[src/hw/rtl/oswbm_ram.sv]
// Generic single-write, single-read RAM with registered read data.
`timescale 1ns / 1ps
module oswbm_ram #(
    parameter int WIDTH = 8,
    parameter int DEPTH = 16,
    parameter int ADDR_W = (DEPTH > 1) ? $clog2(DEPTH) : 1
) (
    input  logic              i_clk,
    input  logic              i_we,
    input  logic [ADDR_W-1:0] i_waddr,
    input  logic [WIDTH-1:0]  i_wdata,
    input  logic              i_re,
    input  logic [ADDR_W-1:0] i_raddr,
    output logic [WIDTH-1:0]  o_rdata
);
    logic [WIDTH-1:0] r_mem [DEPTH];
    logic [WIDTH-1:0] r_rdata;

    always_ff @(posedge i_clk) begin
        if (i_we) begin
            r_mem[i_waddr] <= i_wdata;
        end
        if (i_re) begin
            r_rdata <= r_mem[i_raddr];
        end
    end

    assign o_rdata = r_rdata;
endmodule

[config.mk]
export PLATFORM = sky130hd
export DESIGN_NAME = oswbm_ram
export DESIGN_NICKNAME = d
export VERILOG_FILES = /design/src/hw/rtl/oswbm_ram.sv
export SDC_FILE = /design/constraint.sdc
export NUM_CORES = 1
export LEC_CHECK = 0
export ABC_AREA = 1
export BUFFER_PORTS_ARGS = -buffer_cell sky130_fd_sc_hd__buf_4
export CAP_MARGIN = 10
export CORE_MARGIN = 2
export CORE_UTILIZATION = 50
export DETAILED_ROUTE_END_ITERATION = 12
export GPL_ROUTABILITY_DRIVEN = 0
export PLACE_DENSITY = 0.8
export SLEW_MARGIN = 0
export SYNTH_ARGS = -nofsm -noshare
export SYNTH_HDL_FRONTEND = slang
export SYNTH_SLANG_ARGS = --single-unit
[constraint.sdc]
create_clock -name i_clk -period 0.95 [get_ports i_clk]
set_input_delay 0.095 -clock i_clk [delete_from_list [all_inputs] [get_ports i_clk]]
set_output_delay 0.095 -clock i_clk [all_outputs]
set_load 0.02 [all_outputs]
[After elaboration in Yosys (flattened, before gate mapping)]
Memory sizes are Yosys's and may differ from the RTL's. A register that Yosys moved wholly into a read port is not among the register bits.
Index checks and enable logic that the tools add are counted.
Storage, ports and cells
  bits in writable memories: 128
  output and inout port bits: 8
  input port bits: 19
  logic and storage cells: 3
  register bits: 0
  memories: 1
Memory list
  r_mem: words 16, width 8, read ports 1, clocked after memory_dff 1, write ports 1, line 16  | logic [WIDTH-1:0] r_mem [DEPTH];
Cells by class
  mux-type cells: 2
Operators with widths (count)
  1-bit 2-to-1 mux: 2

[Longest topological paths before layout]
  depth in word-level cells: 2
  gate-level depth with buffers: 8

[Least setup slack after synthesis]
No wires, ideal clock.
  kind: input-to-reg
  start: in i_waddr[3]
  end: mem r_mem[4][0] (enable)
  setup time: 0.370 ns
  path slack: -0.096 ns
  stages: 2
  arrival: 0.676 ns
  path through: nand3b_1 nor2_1
RTL lines
  from (decl): line 10  | input logic [ADDR_W-1:0] i_waddr,
  to (decl): line 16
Straight into the memory's write port.

==> impl_metrics.csv <==
group,metric,value,unit
place,io_buffer_count,26,
setup_path,arrival,1.32,ns
clock_network,cts_made_buffers,17,
power_and_ir_drop,share_of_total_power_in_the_clock_network,45.2,%
hold_path,hold_path_class,"in -> reg",
sta,finalHoldViolCount,0,
clock_network,post_cts.repair.setup_buffers,0,
grt,grt.met2_usage,40.3,%
setup_path,cp_slowest_stage_delay,0.40,ns
place,dp.final_hpwl,8630,um
routing,postRouteWirelength,14200,um
grt,grtUsageMet1,28.4,%
grt,antenna_found_initial,0,
die,boundaryPins,27,
die,chipHeight,112,um
grt,groute.usage.overall,23.1,%
grt,top_usage_layer,"met2",
power_and_ir_drop,swShare,23.2,%
sta,worst-slew-pin-transition,0.380,ns
die,die_area,0.0126,mm^2
setup_path,crit_path_start_kind,"flip-flop",
sta,timing.setup.tns,-2.13,ns
synth,postSynthRegisterBits,136,
setup_path,crit_type,"reg -> reg",
synth,synth_area,0.00585,mm^2
routing,per_cell_routed_wire_length,18.6,um
sta,clock.fmax,868,MHz
job,max-cap-violations,0,
setup_path,cpMostUsedCell,"nand3_2",
die,die_width,112,um
power_and_ir_drop,cellInternalPower,11100,uW
die,rows,39,
routing,drt_drc_violations_left,0,
synth,syn_avg_cell_area,10.6,um^2
grt,largest_net_degree_at_the_start_of_global_routing,34,
setup_path,slowest_cell_on_crit_path,"edfxtp_1",
clock_network,clock_sinks,136,
clock_network,cts_tree,"done",
final_layout,post_route_cells_drive_above_1_share,22.7,%
outcome,failed_checks,"negative setup slack",
synth,synth_cells,551,
setup_path,worstPathMaxFanout,1,
setup_path,crit_required,1.12,ns
clock_network,clock_path_buffers,2,
setup_path,worstPathCellList,"inv_1 > nand2_1 > nand3_2 > nand3_2 > nand3_2 > nand2_1",
sta,slew_headroom,74.6,%
power_and_ir_drop,worst_ir_drop_vdd,0.00135,V
clock_network,htreeDepth,4,
final_layout,fin_nets,626,
final_layout,diodes,0,
power_and_ir_drop,seqPwrFrac,47.3,%
routing,drtPass1Iterations,5,
power_and_ir_drop,power_frac_comb,7.6,%
final_layout,nFillCells,828,
clock_network,clkLatencyLatePin,0.42,ns
routing,detailroute.via_count,4141,
die,floorplan.core_area,0.0114,mm^2
setup_path,timing.critical_path.to_type,"flip-flop",
power_and_ir_drop,power.net_switching,3340,uW
synth,synth_warnings,0,
power_and_ir_drop,cellPowerDensity,1980,mW/mm^2
routing,post_drt_via_cell_ratio,5.43,
sta,fin_crit_period,1.15,ns
die,start_util,51.2,%
clock_network,cts-root-buf,"clkbuf_16",
sta,slew_violations,0,
sta,layout_worst_path_cycle_share,121,%
outcome,run_status,"complete, but fails checks",
synth,synth.distinct_cells,11,
routing,ant_nets,0,
final_layout,areaGrowthSynthToFinish,24.5,%
grt,grt_pass1_vias,4268,
sta,setup_ws,-0.202,ns
place,detailed_place.area,0.00644,mm^2
final_layout,final_cell_area,0.00728,mm^2
sta,finalSetupViolCount,16,
sta,clock_skew,0.0117,ns
power_and_ir_drop,leakage_power_summed_over_all_cells,0.00315,uW
grt,global_route.usage.met3,6.37,%
routing,drtIter0Drc,505,
grt,leftover_overflow_at_the_end_of_global_routing,0,
grt,grt_first_pass_wirelength,22000,um
clock_network,clk_transition_reported_paths,0.06,ns
place,dp.cells,729,
sta,unrepaired_setup_endpoints_after_global_routing,"true",
synth,synth.yosys.seq_area_share,69.8,%
synth,synth_fp_nets,570,
final_layout,finalNonFillerCells,763,
power groups by stage:
stage	clock, uW	sequential [uW]	combinational (uW)
floorplan	0	6950	479
global placement	0	6920	929
detailed placement	0	6930	961
CTS	6550	6810	1040
global route	6830	6820	1180
finish	6510	6810	1090
cell usage after synthesis:
cell type / instances / share of area [%]
buf_1: 1 / 0.064
nand3_1: 97 / 8.3
nand2_1: 173 / 11
inv_1: 100 / 6.4
buf_4: 4 / 0.51
nand3b_1: 2 / 0.26
nor2_1: 17 / 1.1
edfxtp_1: 136 / 70
inv_2: 2 / 0.13
buf_2: 13 / 1.1
buf_6: 6 / 1.2
state kept, by name (all words and copies together) (netlist names):
register and cells:
o_rdata 8, r_mem 128
area by class of cell:
class	count	area (um^2)	share of cell area, %
inverter	102	383	5.26
timing repair buffer	61	618	8.49
sequential	136	4080	56.1
tap	143	179	2.46
multi-input combinational	289	1430	19.6
clock buffer	17	425	5.84
clock inverter	15	163	2.23
worst max-delay path: cells and delay by family (launching register included):
kind | cells | cell delay (ns)
buffers and inverters | 1 | 0.09
flip-flops | 1 | 0.40
AND/OR/NAND/NOR | 5 | 0.42
cells by family after synthesis:
kind of cell | share of synthesized area (%)
simple gates | 20.8
flops | 69.8
buf+inv | 9.39
per-layer routing:
metal / share of wire (%) / up-vias / routed length (um)
li1: - / 1891 / -
met1: 39 / 2031 / 5540
met2: 52 / 189 / 7370
met3: 7.3 / 30 / 1030
met4: 1.9 / 0 / 264
met5: 0 / - / 0
cells in the final DEF (no fill, tap or decap), types with 2 or more instances in the layout:
| cell type | netlist | layout |
|---|---|---|
| nand3_1 | 97 | 58 |
| dlygate4sd3_1 | 0 | 2 |
| nand3b_1 | 2 | 2 |
| nand2_1 | 173 | 171 |
| bufinv_16 | 0 | 2 |
| inv_1 | 100 | 98 |
| nor2_1 | 17 | 11 |
| edfxtp_1 | 136 | 136 |
| clkinvlp_4 | 0 | 2 |
| clkbuf_16 | 0 | 17 |
| buf_6 | 6 | 8 |
| clkinv_4 | 0 | 3 |
| buf_4 | 4 | 41 |
| nor2_2 | 0 | 6 |
| nand3_2 | 0 | 39 |
| buf_12 | 0 | 10 |
| nand2_2 | 0 | 2 |
| inv_6 | 0 | 6 |
| inv_2 | 2 | 4 |
worst paths after layout:
kind	depth (start not counted)	startpoint	slack, ns	endpoint
max	6	r_mem[4][0]$_DFFE_PP_	-0.20	o_rdata[0]$_DFFE_PP_
min	1	i_wdata[2]	0.02	r_mem[3][2]$_DFFE_PP_
max reg2reg	6	r_mem[4][0]$_DFFE_PP_	-0.20	o_rdata[0]$_DFFE_PP_
min reg2reg	6	r_mem[12][1]$_DFFE_PP_	0.76	o_rdata[1]$_DFFE_PP_
what timing repair did:
action,4_1_cts,5_1_grt
hold endpoints to repair,11,0
setup endpoints to repair,16,16
cloned,0,0
pin swaps,21,17
hold buffers,2,0
gates resized for setup,28,22
per-stage QoR:
stage	setup WS [ns]	hold WS [ns]	utilization [%]	total power, uW
2_1_floorplan	-0.0958	0.194	-	7430
3_3_place_gp	-0.286	0.394	56.4	7850
3_5_place_dp	-0.315	0.395	56.4	7890
4_1_cts	-0.150	0.0220	62.9	14400
5_1_grt	-0.257	0.0206	63.8	14800
6_report	-0.202	0.0177	63.8	14400
No activity file was read; power rests on OpenSTA's default activity.
