<file path="config.mk">
export PLATFORM = sky130hd
export DESIGN_NAME = oswbm_seq
export DESIGN_NICKNAME = d
export VERILOG_FILES = /design/src/hw/rtl/oswbm_pkg.sv /design/src/hw/rtl/oswbm_seq.sv
export SDC_FILE = /design/constraint.sdc
export NUM_CORES = 1
export LEC_CHECK = 0
export BUFFER_PORTS_ARGS = -buffer_cell sky130_fd_sc_hd__buf_2
export CAP_MARGIN = 20
export CORE_UTILIZATION = 29
export CTS_BUF_LIST = sky130_fd_sc_hd__clkbuf_8
export CTS_CLUSTER_SIZE = 20
export DETAILED_ROUTE_END_ITERATION = 16
export GPL_ROUTABILITY_DRIVEN = 0
export HOLD_SLACK_MARGIN = 0.12
export PLACE_DENSITY = 0.62
export SLEW_MARGIN = 20
export SYNTH_ARGS = -nofsm -noshare
export SYNTH_HDL_FRONTEND = slang
export SYNTH_SLANG_ARGS = --single-unit
export TNS_END_PERCENT = 1
</file>
<file path="constraint.sdc">
create_clock -name i_clk -period 3.29 [get_ports i_clk]
set_input_delay 0.1645 -clock i_clk [delete_from_list [all_inputs] [get_ports i_clk]]
set_output_delay 0.1645 -clock i_clk [all_outputs]
set_load 0.05 [all_outputs]
</file>
<file path="src/hw/rtl/oswbm_pkg.sv">
// Package: constants, types and the sparse code table of the watermark base mapper.
`timescale 1ns / 1ps
package oswbm_pkg;

    localparam int GROUPS     = 47;
    localparam int UPPER_SYMS = 4 * GROUPS;
    localparam int LOWER_SYMS = 5 * GROUPS;
    localparam int OLIGO_SYMS = UPPER_SYMS + LOWER_SYMS;

    localparam int POS_W      = $clog2(OLIGO_SYMS);
    localparam int GRP_W      = (GROUPS > 1) ? $clog2(GROUPS) : 1;
    localparam int SPARSE_W   = 5;
    localparam int CODE_W     = SPARSE_W + 1;
    localparam int SUB_W      = 3;
    localparam int SYM_W      = 2;
    localparam int BASE_W     = 3;
    localparam int BPOS_W     = 8;
    localparam int CFG_IDX_W  = 2;
    localparam int CFG_DATA_W = 64;
    localparam int WM3_W      = 43;
    localparam int WM_W       = 4 * CFG_DATA_W;

    localparam logic [SUB_W-1:0]  SUB_LAST    = SUB_W'(SPARSE_W - 1);
    localparam logic [CODE_W-1:0] CODE_ERASED = CODE_W'(1) << SPARSE_W;

    typedef enum logic [CFG_IDX_W-1:0] {
        CFG_WM0 = 2'd0,
        CFG_WM1 = 2'd1,
        CFG_WM2 = 2'd2,
        CFG_WM3 = 2'd3
    } t_cfg_idx;

    typedef enum logic [BASE_W-1:0] {
        BASE_A = 3'd0,
        BASE_T = 3'd1,
        BASE_G = 3'd2,
        BASE_C = 3'd3,
        BASE_N = 3'd4
    } t_base;

    typedef struct packed {
        logic              valid;
        logic              is_bit;
        logic              bit_val;
        logic              wm;
        logic [SUB_W-1:0]  sub;
        logic [BPOS_W-1:0] bpos;
        logic              last;
    } t_lane;

    function automatic logic [SPARSE_W-1:0] sparse_code(input logic [3:0] nib);
        logic [SPARSE_W-1:0] c;
        case (nib)
            4'd7:    c = 5'h18;
            4'd11:   c = 5'h14;
            4'd13:   c = 5'h12;
            4'd14:   c = 5'h11;
            4'd15:   c = 5'h10;
            default: c = {1'b0, nib};
        endcase
        return c;
    endfunction

endpackage

</file>
<file path="src/hw/rtl/oswbm_seq.sv">
// Position sequencer: nibble assembly, code writes, code reads and the lane register.
`timescale 1ns / 1ps
module oswbm_seq
    import oswbm_pkg::*;
(
    input  logic              i_clk,
    input  logic              i_rst_n,
    input  logic              i_accept,
    input  logic [SYM_W-1:0]  i_symbol,
    input  logic              i_advance,
    input  logic [WM_W-1:0]   i_wm,
    output logic              o_we,
    output logic [GRP_W-1:0]  o_waddr,
    output logic [CODE_W-1:0] o_wdata,
    output logic              o_re,
    output logic [GRP_W-1:0]  o_raddr,
    output t_lane             o_lane
);
    logic [POS_W-1:0]  r_pos, n_pos;
    logic [3:0]        r_nib, n_nib;
    logic              r_ers, n_ers;
    logic [GRP_W-1:0]  r_grp, n_grp;
    logic [SUB_W-1:0]  r_sub, n_sub;
    logic [BPOS_W-1:0] r_bpos, n_bpos;
    logic              r_valid, n_valid;
    t_lane             r_lane, n_lane;

    logic              is_bit;
    logic              upper;
    logic [3:0]        nib_in;
    logic              ers_in;

    always_comb begin
        is_bit  = !i_symbol[1];
        upper   = (r_pos < POS_W'(UPPER_SYMS));
        nib_in  = {r_nib[2:0], is_bit & i_symbol[0]};
        ers_in  = r_ers | !is_bit;

        o_we    = i_accept && upper && (r_pos[1:0] == 2'd3);
        o_waddr = r_pos[GRP_W+1:2];
        o_wdata = ers_in ? CODE_ERASED : {1'b0, sparse_code(nib_in)};
        o_re    = i_accept && !upper;
        o_raddr = r_grp;

        n_pos   = r_pos;
        n_nib   = r_nib;
        n_ers   = r_ers;
        n_grp   = r_grp;
        n_sub   = r_sub;
        n_bpos  = r_bpos;
        n_valid = i_advance ? 1'b0 : r_valid;
        n_lane  = r_lane;

        if (i_accept) begin
            n_valid = !upper;
            if (upper) begin
                if (r_pos[1:0] == 2'd3) begin
                    n_nib = '0;
                    n_ers = 1'b0;
                end else begin
                    n_nib = nib_in;
                    n_ers = ers_in;
                end
            end else begin
                n_lane.is_bit  = is_bit;
                n_lane.bit_val = i_symbol[0];
                n_lane.wm      = i_wm[r_bpos];
                n_lane.sub     = r_sub;
                n_lane.bpos    = r_bpos;
                n_lane.last    = (r_bpos == BPOS_W'(LOWER_SYMS - 1));
                n_bpos         = r_bpos + BPOS_W'(1);
                if (r_sub == SUB_LAST) begin
                    n_sub = '0;
                    n_grp = r_grp + GRP_W'(1);
                end else begin
                    n_sub = r_sub + SUB_W'(1);
                end
            end
            if (r_pos == POS_W'(OLIGO_SYMS - 1)) begin
                n_pos  = '0;
                n_grp  = '0;
                n_sub  = '0;
                n_bpos = '0;
            end else begin
                n_pos = r_pos + POS_W'(1);
            end
        end
        n_lane.valid = n_valid;
    end

    always_ff @(posedge i_clk) begin
        if (!i_rst_n) begin
            r_pos   <= '0;
            r_nib   <= '0;
            r_ers   <= 1'b0;
            r_grp   <= '0;
            r_sub   <= '0;
            r_bpos  <= '0;
            r_valid <= 1'b0;
        end else begin
            r_pos   <= n_pos;
            r_nib   <= n_nib;
            r_ers   <= n_ers;
            r_grp   <= n_grp;
            r_sub   <= n_sub;
            r_bpos  <= n_bpos;
            r_valid <= n_valid;
        end
    end

    always_ff @(posedge i_clk) begin
        r_lane <= n_lane;
    end

    always_comb begin
        o_lane       = r_lane;
        o_lane.valid = r_valid;
    end
endmodule

</file>
# After elaboration in Yosys (flattened, before gate mapping)
# Cells that the tools add are included.
# W data, S select, Z words.
totals:
  ff_bits: 46
  latchBits: 0
  ramBits: 0
  mem_bits_ro: 0
  out_inout_bits: 36
  memories: 0
classes:
  addsub: 4
  multipliers: 0
  div: 0
  order_cmp: 2
  n_eq_ne: 10
  shift: 0
  mux: 17
  bitwise_logic: 3
  n_reduce_logical: 11
ops:
  columns: ["operator", "count"]
  rows:
  - ["$pmux W5 S5", 1]
  - ["$mux W6", 4]
  - ["$eq A4 B4 Y1 const B", 4]
  - ["$mux W8", 2]
  - ["$mux W3", 4]
  - ["$add A9 B1 Y9 const B", 1]
  - ["$eq A9 B9 Y1 const B", 1]
  - ["$lt A8 B9 Y1 const B", 1]
  - ["$lt A9 B8 Y1 const B", 1]
  - ["$mux W9", 1]
  - ["$add A8 B1 Y8 const B", 1]
  - ["$bmux W1 S8", 1]
  - ["$eq A8 B8 Y1 const B", 1]
  - ["$add A6 B1 Y6 const B", 1]
  - ["$reduce_and A2 Y1", 3]
  - ["$eq A4 B3 Y1 const B", 1]
  - ["$mux W1", 4]
  - ["$reduce_bool A2 Y1", 2]
  - ["$add A3 B1 Y3 const B", 1]
  - ["$eq A3 B3 Y1 const B", 1]
  - ["$logic_and A1 B1 Y1", 3]
  - ["$reduce_and A3 Y1", 1]
  - ["$eq A2 B2 Y1 const B", 1]
  - ["$logic_not A1 Y1", 2]
  - ["other kinds (4)", 4]

# Longest topological paths before layout
logic_depth:
  depth_word: 5
  ltp_mapped: 9

# Least setup slack after synthesis
# No wires, ideal clock.
synth_path:
  path_kind: "register -> register"
  startpoint: "register r_bpos[0]"
  endpoint: "register r_lane (netlist bit o_lane[12]), data pin"
  t_arrival_ns: 1.926
  path_slack_ns: 1.097
  path_stages_with_launch: 9
  path_buffers: 3
  period_less_slack_ns: 2.193
  path_cell_list: "dfxtp_1 buf_6 buf_6 buf_6 mux4_2 a221oi_1 a21oi_1 o31ai_1 o32ai_1"
synth_via:
  elab_chain_cells: 2
synth_lines:
  columns: ["element", "line_no", "text"]
  rows:
  - ["from (decl)", "oswbm_seq.sv:24", "logic [BPOS_W-1:0] r_bpos, n_bpos;"]
  - ["from (signal assigned)", "oswbm_seq.sv:106", "r_bpos <= n_bpos;"]
  - ["$bmux W1 S8", "oswbm_seq.sv:67", "n_lane.wm = i_wm[r_bpos];"]
  - ["$mux W1 (not written as such)", "oswbm_seq.sv:67", null]
  - ["to (signal assigned)", "oswbm_seq.sv:112", "r_lane <= n_lane;"]
  - ["to (decl)", "oswbm_seq.sv:26", "t_lane r_lane, n_lane;"]
# Every way passes these cells. The select of a mux whose other input is x is not followed.
# A chain may end at the register's enable or synchronous reset.

# Worst setup path after layout
# Ends and elaborated chain as after synthesis.

==> flow_summary.json <==
{
  "register_area_sq_um": 1079,
  "grt_max_degree": 42,
  "drt_iter0_markers": 316,
  "slew_viol_final": 0,
  "wl_microns": 15460,
  "maxCapViolCount": 0,
  "grt_overflow": 0,
  "clk_latency_ns": 0.30,
  "min_path_cells": 2,
  "detail-route-antenna-nets": 0,
  "drc": 0,
  "syn_inst": 404,
  "cts_tree": "done",
  "drive_gt1_share_pct": 55.03,
  "worst-path-buf-inv": 1,
  "async_flop_share_pct": 0,
  "hold_buffers": 0,
  "synth_nets": 673,
  "multi_input_area_sq_um": 2949,
  "synth_cell_types": 55,
  "layout_commonest_cell": "buf_2",
  "seq_area_frac_synth_pct": 24.68,
  "finClkSkew_ns": 0.008910,
  "core.rowCount": 44,
  "critPathMaxStageDelay_ns": 0.70,
  "vias": 4434,
  "irDropWorstVdd_mv": 0.1520,
  "nFillCells": 1460,
  "relSlewSlack_pct": 46.23,
  "final_hold_viol_count": 0,
  "status": "completed",
  "worst_ep_required_time_ns": 3.33,
  "cp.depth": 7,
  "clkSinkCount": 46,
  "cts_max_level": 2,
  "gr-usage-all-layers_pct": 19.89,
  "grt_antenna_before_repair": 1,
  "port_buffers": 297,
  "setup_ws_ns": 0.5844,
  "firstDrtPassIters": 4,
  "final_cell_mix": "buf_2 (297), mux4_2 (45), nor2_1 (33)",
  "synth_top_cell_by_area": "mux4_2",
  "synth_area_leaders": "mux4_2 (23%), dfxtp_1 (14%), edfxtp_1 (10%)",
  "die_x_microns": 124.3,
  "cts.root.buffer_cell": "clkbuf_8",
  "slowest_stage": "dfxtp_4",
  "grt_pass1_vias": 4552,
  "ys_seq_elements": 46,
  "area_delta_synth_final_pct": 37.42,
  "holdCritPathClass": "input port to register",
  "synth_top_area_share_pct": 23.35,
  "worst_ep_arrival_time_ns": 2.75,
  "path_class": "register to register",
  "design.die.area_sq_um": 15460,
  "grt_pass1_wl_microns": 24160,
  "synth_edf_count": 15,
  "cts_resized": 0,
  "pin_count": 298,
  "critPathTopFamily": "compound AO/OA/AOI/OAI gates",
  "synth_area_sq_um": 4340,
  "numCtsBuffers": 5,
  "post_cts_buffers": 0,
  "syn_avg_cell_area_sq_um": 10.74,
  "core-area_sq_um": 14590,
  "crit_chain": "buf_4 -> mux4_2 -> a22o_1 -> a21oi_1 -> a31oi_1 -> a211oi_1 -> o32ai_1",
  "fin_nets": 944,
  "reg2reg_depth": 7,
  "p_leak_nw": 2.537,
  "dp_slack_ns": 0.5730,
  "drt-wirelength-per-cell_microns": 17.93,
  "dp_hpwl_microns": 13010,
  "start_kind": "register",
  "setup_viol": 0,
  "post-route-period-util_pct": 82.24,
  "rsz0062_at_grt": "false",
  "timing.fmax_mhz": 369.6,
  "cp_max_fo": 30,
  "cp-end-kind": "register",
  "setup_tns_ns": 0,
  "cts_buffer_depth": 2,
  "finalPower_mw": 1.219,
  "synth_ff_type": "dfxtp_1",
  "synth_warnings": 0,
  "p_per_area_nw_per_um2": 204.4,
  "post-route-min-period_ns": 2.706,
  "initial_core_util_pct": 29.75,
  "chipHeight_microns": 124.3,
  "worst_pin_slew_ns": 0.8064,
  "viasPerCell": 5.144,
  "cts.clk_slew.worst_paths_ns": 0.09
}
## cell usage after synthesis (all sizes together) (8+ instances only)
| master | n |
|---|---|
| nand3 | 12 |
| nand4 | 9 |
| o21ai | 8 |
| dfxtp | 31 |
| xor2 | 14 |
| a21oi | 27 |
| inv | 8 |
| buf | 31 |
| edfxtp | 15 |
| clkbuf | 13 |
| nand2 | 27 |
| mux4 | 55 |
| nor2b | 11 |
| mux2i | 20 |
| nor2 | 33 |
## metrics by stage
| stage | cell area, sq um | utilization (%) | hold slack (ns) | cells |
|---|---|---|---|---|
| 2_1_floorplan | 4340 | - | 0.2634 | 404 |
| 3_3_place_gp | 5869 | 40.23 | 0.4254 | 852 |
| 3_5_place_dp | 5869 | 40.23 | 0.4313 | 852 |
| 4_1_cts | 5959 | 40.85 | 0.1220 | 860 |
| 5_1_grt | 5959 | 40.85 | 0.1316 | 860 |
| 6_report | 5964 | 40.88 | 0.1321 | 862 |
## final cells by class
cell class | instances | share of cell area (%)
Tap cell | 184 | 3.860
Inverter | 8 | 0.5035
Clock inverter | 2 | 0.1259
Timing Repair Buffer | 308 | 26.52
Sequential cell | 46 | 18.08
Clock buffer | 6 | 1.385
Antenna cell | 2 | 0.08391
Multi-Input combinational cell | 306 | 49.44
## flip-flops by register name, summed over array words and instances (netlist names)
| signal | cells |
|---|---|
| r_bpos | 8 |
| o_lane | 15 |
| r_valid | 1 |
| o_raddr | 6 |
| r_sub | 3 |
| r_ers | 1 |
| r_pos | 9 |
| r_nib | 3 |
## routing by layer
| layer | wire length, microns | up-vias | GRT usage (%) |
|---|---|---|---|
| li1 | - | 2119 | - |
| met1 | 6098 | 2132 | 23.59 |
| met2 | 8377 | 172 | 37.44 |
| met3 | 881 | 11 | 4.167 |
| met4 | 97 | 0 | 2.268 |
| met5 | 0 | - | 0 |
## final timing paths
check                    from          to  slack [ns]
hold reg to reg      r_sub[2]  o_lane[11]        0.50
setup reg to reg    r_bpos[0]  o_lane[12]        0.58
setup / recovery    r_bpos[0]  o_lane[12]        0.58
hold / removal    i_symbol[1]  o_lane[14]        0.13
## kinds of logic after synthesis
| logic type | synth area share [%] |
|---|---|
| adders and majority gates | 2.018 |
| DFF | 24.68 |
| and+or+nand+nor | 14.73 |
| AOI/OAI and AO/OA | 11.85 |
| xor gates and xnor gates | 4.036 |
| muxes | 35.31 |
| buffers and inverters | 7.380 |
## power breakdown
part	leakage (nW)	internal [mW]	switching, mW
registers	0.419	0.585	0.00617
clock network	0.0463	0.166	0.184
logic	2.07	0.175	0.104
Note: power is estimated with default switching activity, not from simulation.
