[src/hw/rtl/oswbm_pkg.sv]
// Package: constants, types and the sparse code table of the watermark base mapper.
`timescale 1ns / 1ps
package oswbm_pkg;

    localparam int GROUPS     = 47;
    localparam int UPPER_SYMS = 4 * GROUPS;
    localparam int LOWER_SYMS = 5 * GROUPS;
    localparam int OLIGO_SYMS = UPPER_SYMS + LOWER_SYMS;

    localparam int POS_W      = $clog2(OLIGO_SYMS);
    localparam int GRP_W      = (GROUPS > 1) ? $clog2(GROUPS) : 1;
    localparam int SPARSE_W   = 5;
    localparam int CODE_W     = SPARSE_W + 1;
    localparam int SUB_W      = 3;
    localparam int SYM_W      = 2;
    localparam int BASE_W     = 3;
    localparam int BPOS_W     = 8;
    localparam int CFG_IDX_W  = 2;
    localparam int CFG_DATA_W = 64;
    localparam int WM3_W      = 43;
    localparam int WM_W       = 4 * CFG_DATA_W;

    localparam logic [SUB_W-1:0]  SUB_LAST    = SUB_W'(SPARSE_W - 1);
    localparam logic [CODE_W-1:0] CODE_ERASED = CODE_W'(1) << SPARSE_W;

    typedef enum logic [CFG_IDX_W-1:0] {
        CFG_WM0 = 2'd0,
        CFG_WM1 = 2'd1,
        CFG_WM2 = 2'd2,
        CFG_WM3 = 2'd3
    } t_cfg_idx;

    typedef enum logic [BASE_W-1:0] {
        BASE_A = 3'd0,
        BASE_T = 3'd1,
        BASE_G = 3'd2,
        BASE_C = 3'd3,
        BASE_N = 3'd4
    } t_base;

    typedef struct packed {
        logic              valid;
        logic              is_bit;
        logic              bit_val;
        logic              wm;
        logic [SUB_W-1:0]  sub;
        logic [BPOS_W-1:0] bpos;
        logic              last;
    } t_lane;

    function automatic logic [SPARSE_W-1:0] sparse_code(input logic [3:0] nib);
        logic [SPARSE_W-1:0] c;
        case (nib)
            4'd7:    c = 5'h18;
            4'd11:   c = 5'h14;
            4'd13:   c = 5'h12;
            4'd14:   c = 5'h11;
            4'd15:   c = 5'h10;
            default: c = {1'b0, nib};
        endcase
        return c;
    endfunction

endpackage

[src/hw/rtl/oswbm_base.sv]
// Base stage: sparse bit pick, watermark XOR, base coding and the output register.
`timescale 1ns / 1ps
module oswbm_base
    import oswbm_pkg::*;
(
    input  logic              i_clk,
    input  logic              i_rst_n,
    input  t_lane             i_lane,
    input  logic [CODE_W-1:0] i_code,
    input  logic              i_out_ready,
    output logic              o_advance,
    output logic              o_valid,
    output logic [BASE_W-1:0] o_base,
    output logic [BPOS_W-1:0] o_base_position,
    output logic              o_last_base
);
    logic              r_valid, n_valid;
    logic [BASE_W-1:0] r_base, n_base;
    logic [BPOS_W-1:0] r_bpos;
    logic              r_last;

    logic [SPARSE_W-1:0] sparse;
    logic                up_bit;
    logic                load;

    always_comb begin
        o_advance = !r_valid || i_out_ready;
        load      = o_advance && i_lane.valid;
        sparse    = i_code[SPARSE_W-1:0];
        up_bit    = sparse[SUB_LAST - i_lane.sub] ^ i_lane.wm;
        if (i_code[SPARSE_W] || !i_lane.is_bit) begin
            n_base = BASE_N;
        end else begin
            n_base = {1'b0, up_bit, i_lane.bit_val};
        end
        n_valid = o_advance ? i_lane.valid : r_valid;
    end

    always_ff @(posedge i_clk) begin
        if (!i_rst_n) begin
            r_valid <= 1'b0;
        end else begin
            r_valid <= n_valid;
        end
    end

    always_ff @(posedge i_clk) begin
        if (load) begin
            r_base <= n_base;
            r_bpos <= i_lane.bpos;
            r_last <= i_lane.last;
        end
    end

    assign o_valid         = r_valid;
    assign o_base          = r_base;
    assign o_base_position = r_bpos;
    assign o_last_base     = r_last;
endmodule

[config.mk]
export PLATFORM = sky130hd
export DESIGN_NAME = oswbm_base
export DESIGN_NICKNAME = d
export VERILOG_FILES = /design/src/hw/rtl/oswbm_pkg.sv /design/src/hw/rtl/oswbm_base.sv
export SDC_FILE = /design/constraint.sdc
export NUM_CORES = 1
export LEC_CHECK = 0
export BUFFER_PORTS_ARGS = -buffer_cell sky130_fd_sc_hd__buf_2
export CAP_MARGIN = 15
export CORE_AREA = 10 10 49 51
export CTS_BUF_LIST = sky130_fd_sc_hd__clkbuf_4
export DETAILED_ROUTE_END_ITERATION = 12
export DIE_AREA = 0 0 59 61
export PLACE_DENSITY = 0.75
export SLEW_MARGIN = 15
export SYNTH_ARGS = -nofsm -noshare
export SYNTH_HDL_FRONTEND = slang
export SYNTH_SLANG_ARGS = --single-unit
[constraint.sdc]
create_clock -name i_clk -period 1.5 [get_ports i_clk]
set_clock_uncertainty 0.05 [all_clocks]
set_input_delay 0.15 -clock i_clk [delete_from_list [all_inputs] [get_ports i_clk]]
set_output_delay 0.15 -clock i_clk [all_outputs]
set_load 0.01 [all_outputs]
---- After elaboration in Yosys (flattened, before gate mapping) ----
Cells that the tools add are included.
word-level totals
  bits in registers ....................... 13
  input port bits ......................... 25
operators by class
  add/sub/neg operators ................... 1
  bitwise operators ....................... 1
  reduce and logical (&&, ||, !) cells .... 5
  order comparisons ....................... 1
  multiplexer cells ....................... 3
operators with widths
  kind                   count
  $lt A3 B4 Y1 const B   1
  $bmux W1 S3            1
  $mux W3                1
  $sub A3 B3 Y3 const A  1
  $logic_not A1 Y1       2
  $logic_or A1 B1 Y1     2
  $logic_and A1 B1 Y1    1
  $mux W1                1
  $xor A1 B1 Y1          1

---- Longest topological paths before layout ----
Gate-level depths: netlist of the first run.
  depth after elaboration ................. 5
  depth in mapped cells ................... 6

---- Worst setup path before layout of the first run ----
OpenSTA, ideal clock, no wires.
  path kind ............................... in2reg
  from .................................... in i_lane[9] in the netlist's numbering
  to ...................................... reg r_base[1] (netlist: o_base[1]) (data pin)
  stages .................................. 6
  slack ................................... 0.103 ns
  required time ........................... 1.196 ns
  arrival ................................. 1.093 ns
  library setup time ...................... 0.254 ns
  path through ............................ inv_1 -> ha_1 -> mux4_2 -> mux2i_1 -> xor2_1 -> nor2_1
on the way
  word-level cells in the longest chain between the ends .. 4
ends and longest elaborated chain
  element                        RTL line          source
  from (decl)                    oswbm_base.sv:8   input t_lane i_lane,
  $sub A3 B3 Y3                  oswbm_base.sv:30  up_bit = sparse[SUB_LAST - i_lane.sub] ^ i_lane.wm;
  $bmux W1 S3                    oswbm_base.sv:30
  $mux W1 (not written as such)  oswbm_base.sv:30
  $xor A1 B1 Y1                  oswbm_base.sv:30
  to (signal assigned)           oswbm_base.sv:49  r_base <= n_base;
  to (decl)                      oswbm_base.sv:18  logic [BASE_W-1:0] r_base, n_base;
No other way between the ends. The select of a mux whose other input is x is not followed.
A chain may end at the register's enable or synchronous reset.

---- Final worst setup path of the first run ----
Same ends and word-level chain as after synthesis.

==> results of run 1 <==
==> final timing paths <==
| kind | startpoint | end | slack (ns) | cells after the start |
|---|---|---|---|---|
| worst max-delay path | i_lane[9] | o_base[1] | 0.22 | 7 |
| worst min-delay path | i_lane[7] | o_base_position[6] | 0.02 | 1 |
| worst max register to register | o_valid | o_base_position[5] | 0.43 | 3 |
| worst min register to register | o_valid | o_valid | 0.48 | 2 |
==> worst max-delay path: stages <==
cell and delay, ns:
buf_2 0.10, inv_1 0.04, ha_1 0.30, mux4_2 0.28
mux2i_1 0.17, xor2_1 0.15, nor2_1 0.05
==> layer usage <==
metal	share of wire, %	routed length [um]	vias up	track usage [%]
met1	39	508	157	8.41
met2	38	494	35	10.2
met4	2.1	27	0	5.90
met5	0	0	-	0
met3	20	259	2	4.59
li1	-	-	189	-
==> cells by family after synthesis <==
group / synth area share, %
xor+xnor: 3.51
simple gates: 6.77
buf+inv: 3.01
fa+ha+maj: 2.51
mux: 6.52
compound gates: 1.50
flops: 76.2
==> power breakdown <==
| group | leakage [nW] | internal [mW] | switching [mW] | total (mW) |
|---|---|---|---|---|
| clock | 0.0184 | 0.121 | 0.0909 | 0.212 |
| combinational | 0.219 | 0.0574 | 0.0494 | 0.107 |
| sequential | 0.124 | 0.421 | 0.00489 | 0.426 |
| total | 0.362 | 0.599 | 0.145 | 0.744 |
==> cell type report <==
cell class / instances / share of cell area, %
repair buffers: 40 / 27.2
clock buffers: 4 / 3.98
multi-input cells: 12 / 13.8
inverters: 4 / 1.99
well taps: 16 / 2.65
flip-flops and latches: 13 / 50.4
==> per-stage QoR <==
| stage | setup slack [ns] | cell area, um2 | utilization, % | TNS, ns | cells |
|---|---|---|---|---|---|
| after floorplan | 0.103 | 499 | - | 0 | 29 |
| after global placement | -0.0272 | 724 | 49.2 | -0.0272 | 85 |
| after detailed placement | -0.0679 | 724 | 49.2 | -0.0679 | 85 |
| after CTS | 0.215 | 754 | 51.3 | 0 | 89 |
| after global routing | 0.120 | 754 | 51.3 | 0 | 89 |
| final | 0.222 | 754 | 51.3 | 0 | 89 |
==> flip-flops by register name, indices dropped and copies added, names as in the netlist <==
register         count
o_base               3
o_base_position      8
o_last_base          1
o_valid              1
==> cell usage in the layout (no fill, tap or decap) <==
master	count
buf_2	38
edfxtp_1	12
inv_1	4
clkbuf_4	4
nand2b_1	2
nor2_1	2
buf_4	2
a21boi_0	1
nor3b_1	1
mux4_2	1
xnor2_1	1
mux2i_1	1
xor2_1	1
and2_1	1
ha_1	1
dfxtp_1	1
==> results.md, run 1 <==
- Max H-tree Level: 1
- Core Box Area: 1470 um2
- Total GRT Usage: 7.57%
- Mean Syn Cell Area: 17.2 um2
- Worst Hold Margin: 0.0156 ns
- Cells after Synth: 29
- Largest net degree at the start of global routing: 13
- Fillers: 134
- Top cells by area, synth: edfxtp_1 (72%), mux4_2 (4.5%), dfxtp_1 (4.0%)
- PD cells: 986 nW/um2
- Fin crit period: 1.28 ns
- Slew @ Worst Pin: 0.151 ns
- Grt total ovfl: 0
- Cell taking the most area after synthesis: edfxtp_1
- Area grow syn2layout: 51.1%
- Die ar.: 3600 um2
- Rows: 14
- Global-route wire length before repair: 2.05 mm
- Setup bufs post-CTS: 0
- Crit path required time: 1.46 ns
- Post-CTS sizing: 0
- Initial antenna violation count: 0
- GPL Wtd Cong: 0.700
- Vias in the first global route: 446
- Synth Cell Area: 499 um2
- Starting Density: 33.9%
- Sequential-to-total area share from yosys stat: 76.2%
- WL/cell: 14.5 um
- Top-Level Pins: 39
- Top cells by count, synth: edfxtp_1 (12), inv_1 (4), nand2b_1 (2), nor2_1 (2)
- Slew Limit Fails: 0
- RSZ-0062 raised after global routing: false
- Crit path DAT: 1.24 ns
- Routed Antenna Nets: 0
- Main synth FF type: edfxtp_1
- Total vias in the final route: 383
- Worst Setup Start Kind: input port
- Root Buffer: clkbuf_4
- Peak VDD IR: 331 uV
- Setup crit end kind: flop
- CTS Buffer Depth: 2
- Register bit total from synthesis: 13
- I/O Buffers: 38
- Crit share post-route: 85.2%
- Synth warn: 0
- Share of the synthesized area in the top cell type: 72.2%
- First-pass DRT Iterations: 3
- Maximum Capacitance Violations: 0
- CTS Buf Count: 3
- Layout cell share with drive strength beyond 1: 61.6%
- CTS tree: built
- EDFF count, synth: 12
- # nets final: 100
- Syn Nets: 55
- Status: finished clean
- CP Max Fanout: 3
- Multi-input combinational cell area: 104 um2
- Relative slew slack: 89.6%
- Clk pin slew, worst setup/hold paths: 0.07 ns
- Hold Buf Count CTS: 0
- Type of the most critical hold path: in2reg
- Post-synth cell types: 13
- Synth async-reset ratio: 0%
- Sink Count: 13
- DRC: 0
- Die Wd: 59 um
- Total Power: 0.744 mW
- Leakage: 0.362 nW
- Final setup vio count: 0
- Drt total wl: 1.29 mm
- F_max: 783 MHz
- CP Class: in2reg
- Die height: 61 um
- Clock Latency Late Sink: 0.26 ns
- Via/cell ratio: 4.30
- Most used standard cell by instance count after synthesis: edfxtp_1
- Number of diodes: 0
- Starting DRC count in detailed routing: 6
- Storage cell area: 380 um2
- Final Hold Fails: 0
Note: power is estimated with default switching activity, not from simulation.
==> run 2, diff against run 1 <==
Settings changed: MAX_ROUTING_LAYER set to met4.
==> run 2 against run 1 <==
Against the previous run: setup slack lost 0.00057 ns; sequential cell count is the same; die area did not move; critical path type unchanged; critical endpoint unchanged.
==> results.md, run 2 (synthesis results as in run 1) <==
- F_max: 782 MHz (about the same)
- CTS Buf Count: 3 (unchanged)
- CTS tree: built
- Top cell family by delay on the critical path: multiplexers
- # nets final: 100 (unchanged)
- Buffers and inverters on the worst path: 2 (unchanged)
- CP max stage cell: ha_1
- CP Class: in2reg
- Drt total wl: 1.29 mm (unchanged)
- RSZ-0062 raised after global routing: false
- Number of diodes: 0 (unchanged)
- Clock Latency Late Sink: 0.26 ns (about the same)
- Initial antenna violation count: 0 (unchanged)
- Routed Antenna Nets: 0 (unchanged)
- Commonest non-fill, non-tap cell in the layout: buf_2
- Crit path required time: 1.46 ns (about the same)
- Total GRT Usage: 7.80% (+0.23 points)
- Die height: 61 um (unchanged)
- Setup bufs post-CTS: 0 (unchanged)
- Top-Level Pins: 39 (unchanged)
- Largest net degree at the start of global routing: 13 (unchanged)
- Slew @ Worst Pin: 0.151 ns (unchanged)
- CP Cell Sequence: buf_2 > inv_1 > ha_1 > mux4_2 > mux2i_1 > xor2_1 > nor2_1
- Slew Limit Fails: 0 (unchanged)
- Rows: 14 (unchanged)
- Maximum Capacitance Violations: 0 (unchanged)
- Core Box Area: 1470 um2 (unchanged)
- Via/cell ratio: 4.29 (-0.26%)
- Layout cell share with drive strength beyond 1: 61.6% (unchanged)
- Total vias in the final route: 382 (-0.26%)
- Area grow syn2layout: 51.1% (unchanged)
- WL/cell: 14.5 um (unchanged)
- DRC: 0 (unchanged)
- Die Wd: 59 um (unchanged)
- Peak VDD IR: 331 uV (about the same)
- Grt total ovfl: 0 (unchanged)
- PD cells: 986 nW/um2 (about the same)
- Leakage: 0.362 nW (unchanged)
- Global-route wire length before repair: 2.05 mm (unchanged)
- Crit share post-route: 85.2% (about the same)
- First-pass DRT Iterations: 3 (unchanged)
- Root Buffer: clkbuf_4
- Type of the most critical hold path: in2reg
- Final setup vio count: 0 (unchanged)
- Worst Setup Start Kind: input port
- Hold Buf Count CTS: 0 (unchanged)
- Starting Density: 33.9% (unchanged)
- Cell Count, Final, Fillers Out: 89 (unchanged)
- Starting DRC count in detailed routing: 6 (unchanged)
- I/O Buffers: 38 (unchanged)
- Fillers: 134 (unchanged)
- Post-CTS sizing: 0 (unchanged)
- Setup crit end kind: flop
- Final Hold Fails: 0 (unchanged)
- Clk pin slew, worst setup/hold paths: 0.07 ns (about the same)
- Post-Place Cells: 85 (unchanged)
- Status: finished clean
- Crit path DAT: 1.24 ns (about the same)
- Largest register FFs: 8 (unchanged)
- Vias in the first global route: 446 (unchanged)
- CP Max Fanout: 3 (unchanged)
- Post-route setup TNS: 0 ns (unchanged)
- Commonest cells after routing, fill and taps aside: buf_2 (38), edfxtp_1 (12), inv_1 (4), clkbuf_4 (4)
- Sink Count: 13 (unchanged)
- Multi-input combinational cell area: 104 um2 (unchanged)
- Storage cell area: 380 um2 (unchanged)
- Relative slew slack: 89.6% (unchanged)
- Fin crit period: 1.28 ns (+0.000573 ns)
- GPL Wtd Cong: 0.708 (+1.1%)
- CTS Buffer Depth: 2 (unchanged)
- Die ar.: 3600 um2 (unchanged)
- Max H-tree Level: 1 (unchanged)
- CP max stage delay: 0.30 ns (about the same)
## run 2: cell counts in the layout (fill, tap and decap cells not counted)
No cell type changed its count.
## run 2: metrics by stage
stage          total power, mW  hold WS [ns]  area, um2  worst slack (ns)  util, %
6_report                 0.744        0.0156        754             0.221     51.3
5_1_grt                  0.789       0.00296        754             0.120     51.3
3_3_place_gp             0.540         0.277        724           -0.0272     49.2
3_5_place_dp             0.544         0.279        724           -0.0679     49.2
2_1_floorplan            0.480         0.199        499             0.103        -
4_1_cts                  0.760       0.00424        754             0.215     51.3
## run 2: final cells by class
| type | count | share of cell area, % |
|---|---|---|
| Sequential cell | 13 | 50.4 |
| Timing Repair Buffer | 40 | 27.2 |
| Multi-Input combinational cell | 12 | 13.8 |
| Clock buffer | 4 | 3.98 |
| Tap cell | 16 | 2.65 |
| Inverter | 4 | 1.99 |
## run 2: worst paths after layout
kind	cells after the start	slack (ns)	to	startpoint
worst max-delay path	7	0.22	o_base[1]	i_lane[9]
worst min-delay path	1	0.02	o_base_position[6]	i_lane[7]
worst max register to register	3	0.43	o_base_position[5]	o_valid
worst min register to register	2	0.48	o_valid	o_valid
## run 2: per-layer routing
layer  part of all wire, %  track usage, %
met5                     0               -
met4                   2.1            5.90
met3                    17            3.34
met2                    38            10.2
met1                    43            9.13
## run 2: power breakdown
part	switching (mW)	internal, mW	total (mW)
Combinational	0.0494	0.0574	0.107
Sequential	0.00489	0.421	0.426
Clock	0.0909	0.121	0.212
Total	0.145	0.599	0.744
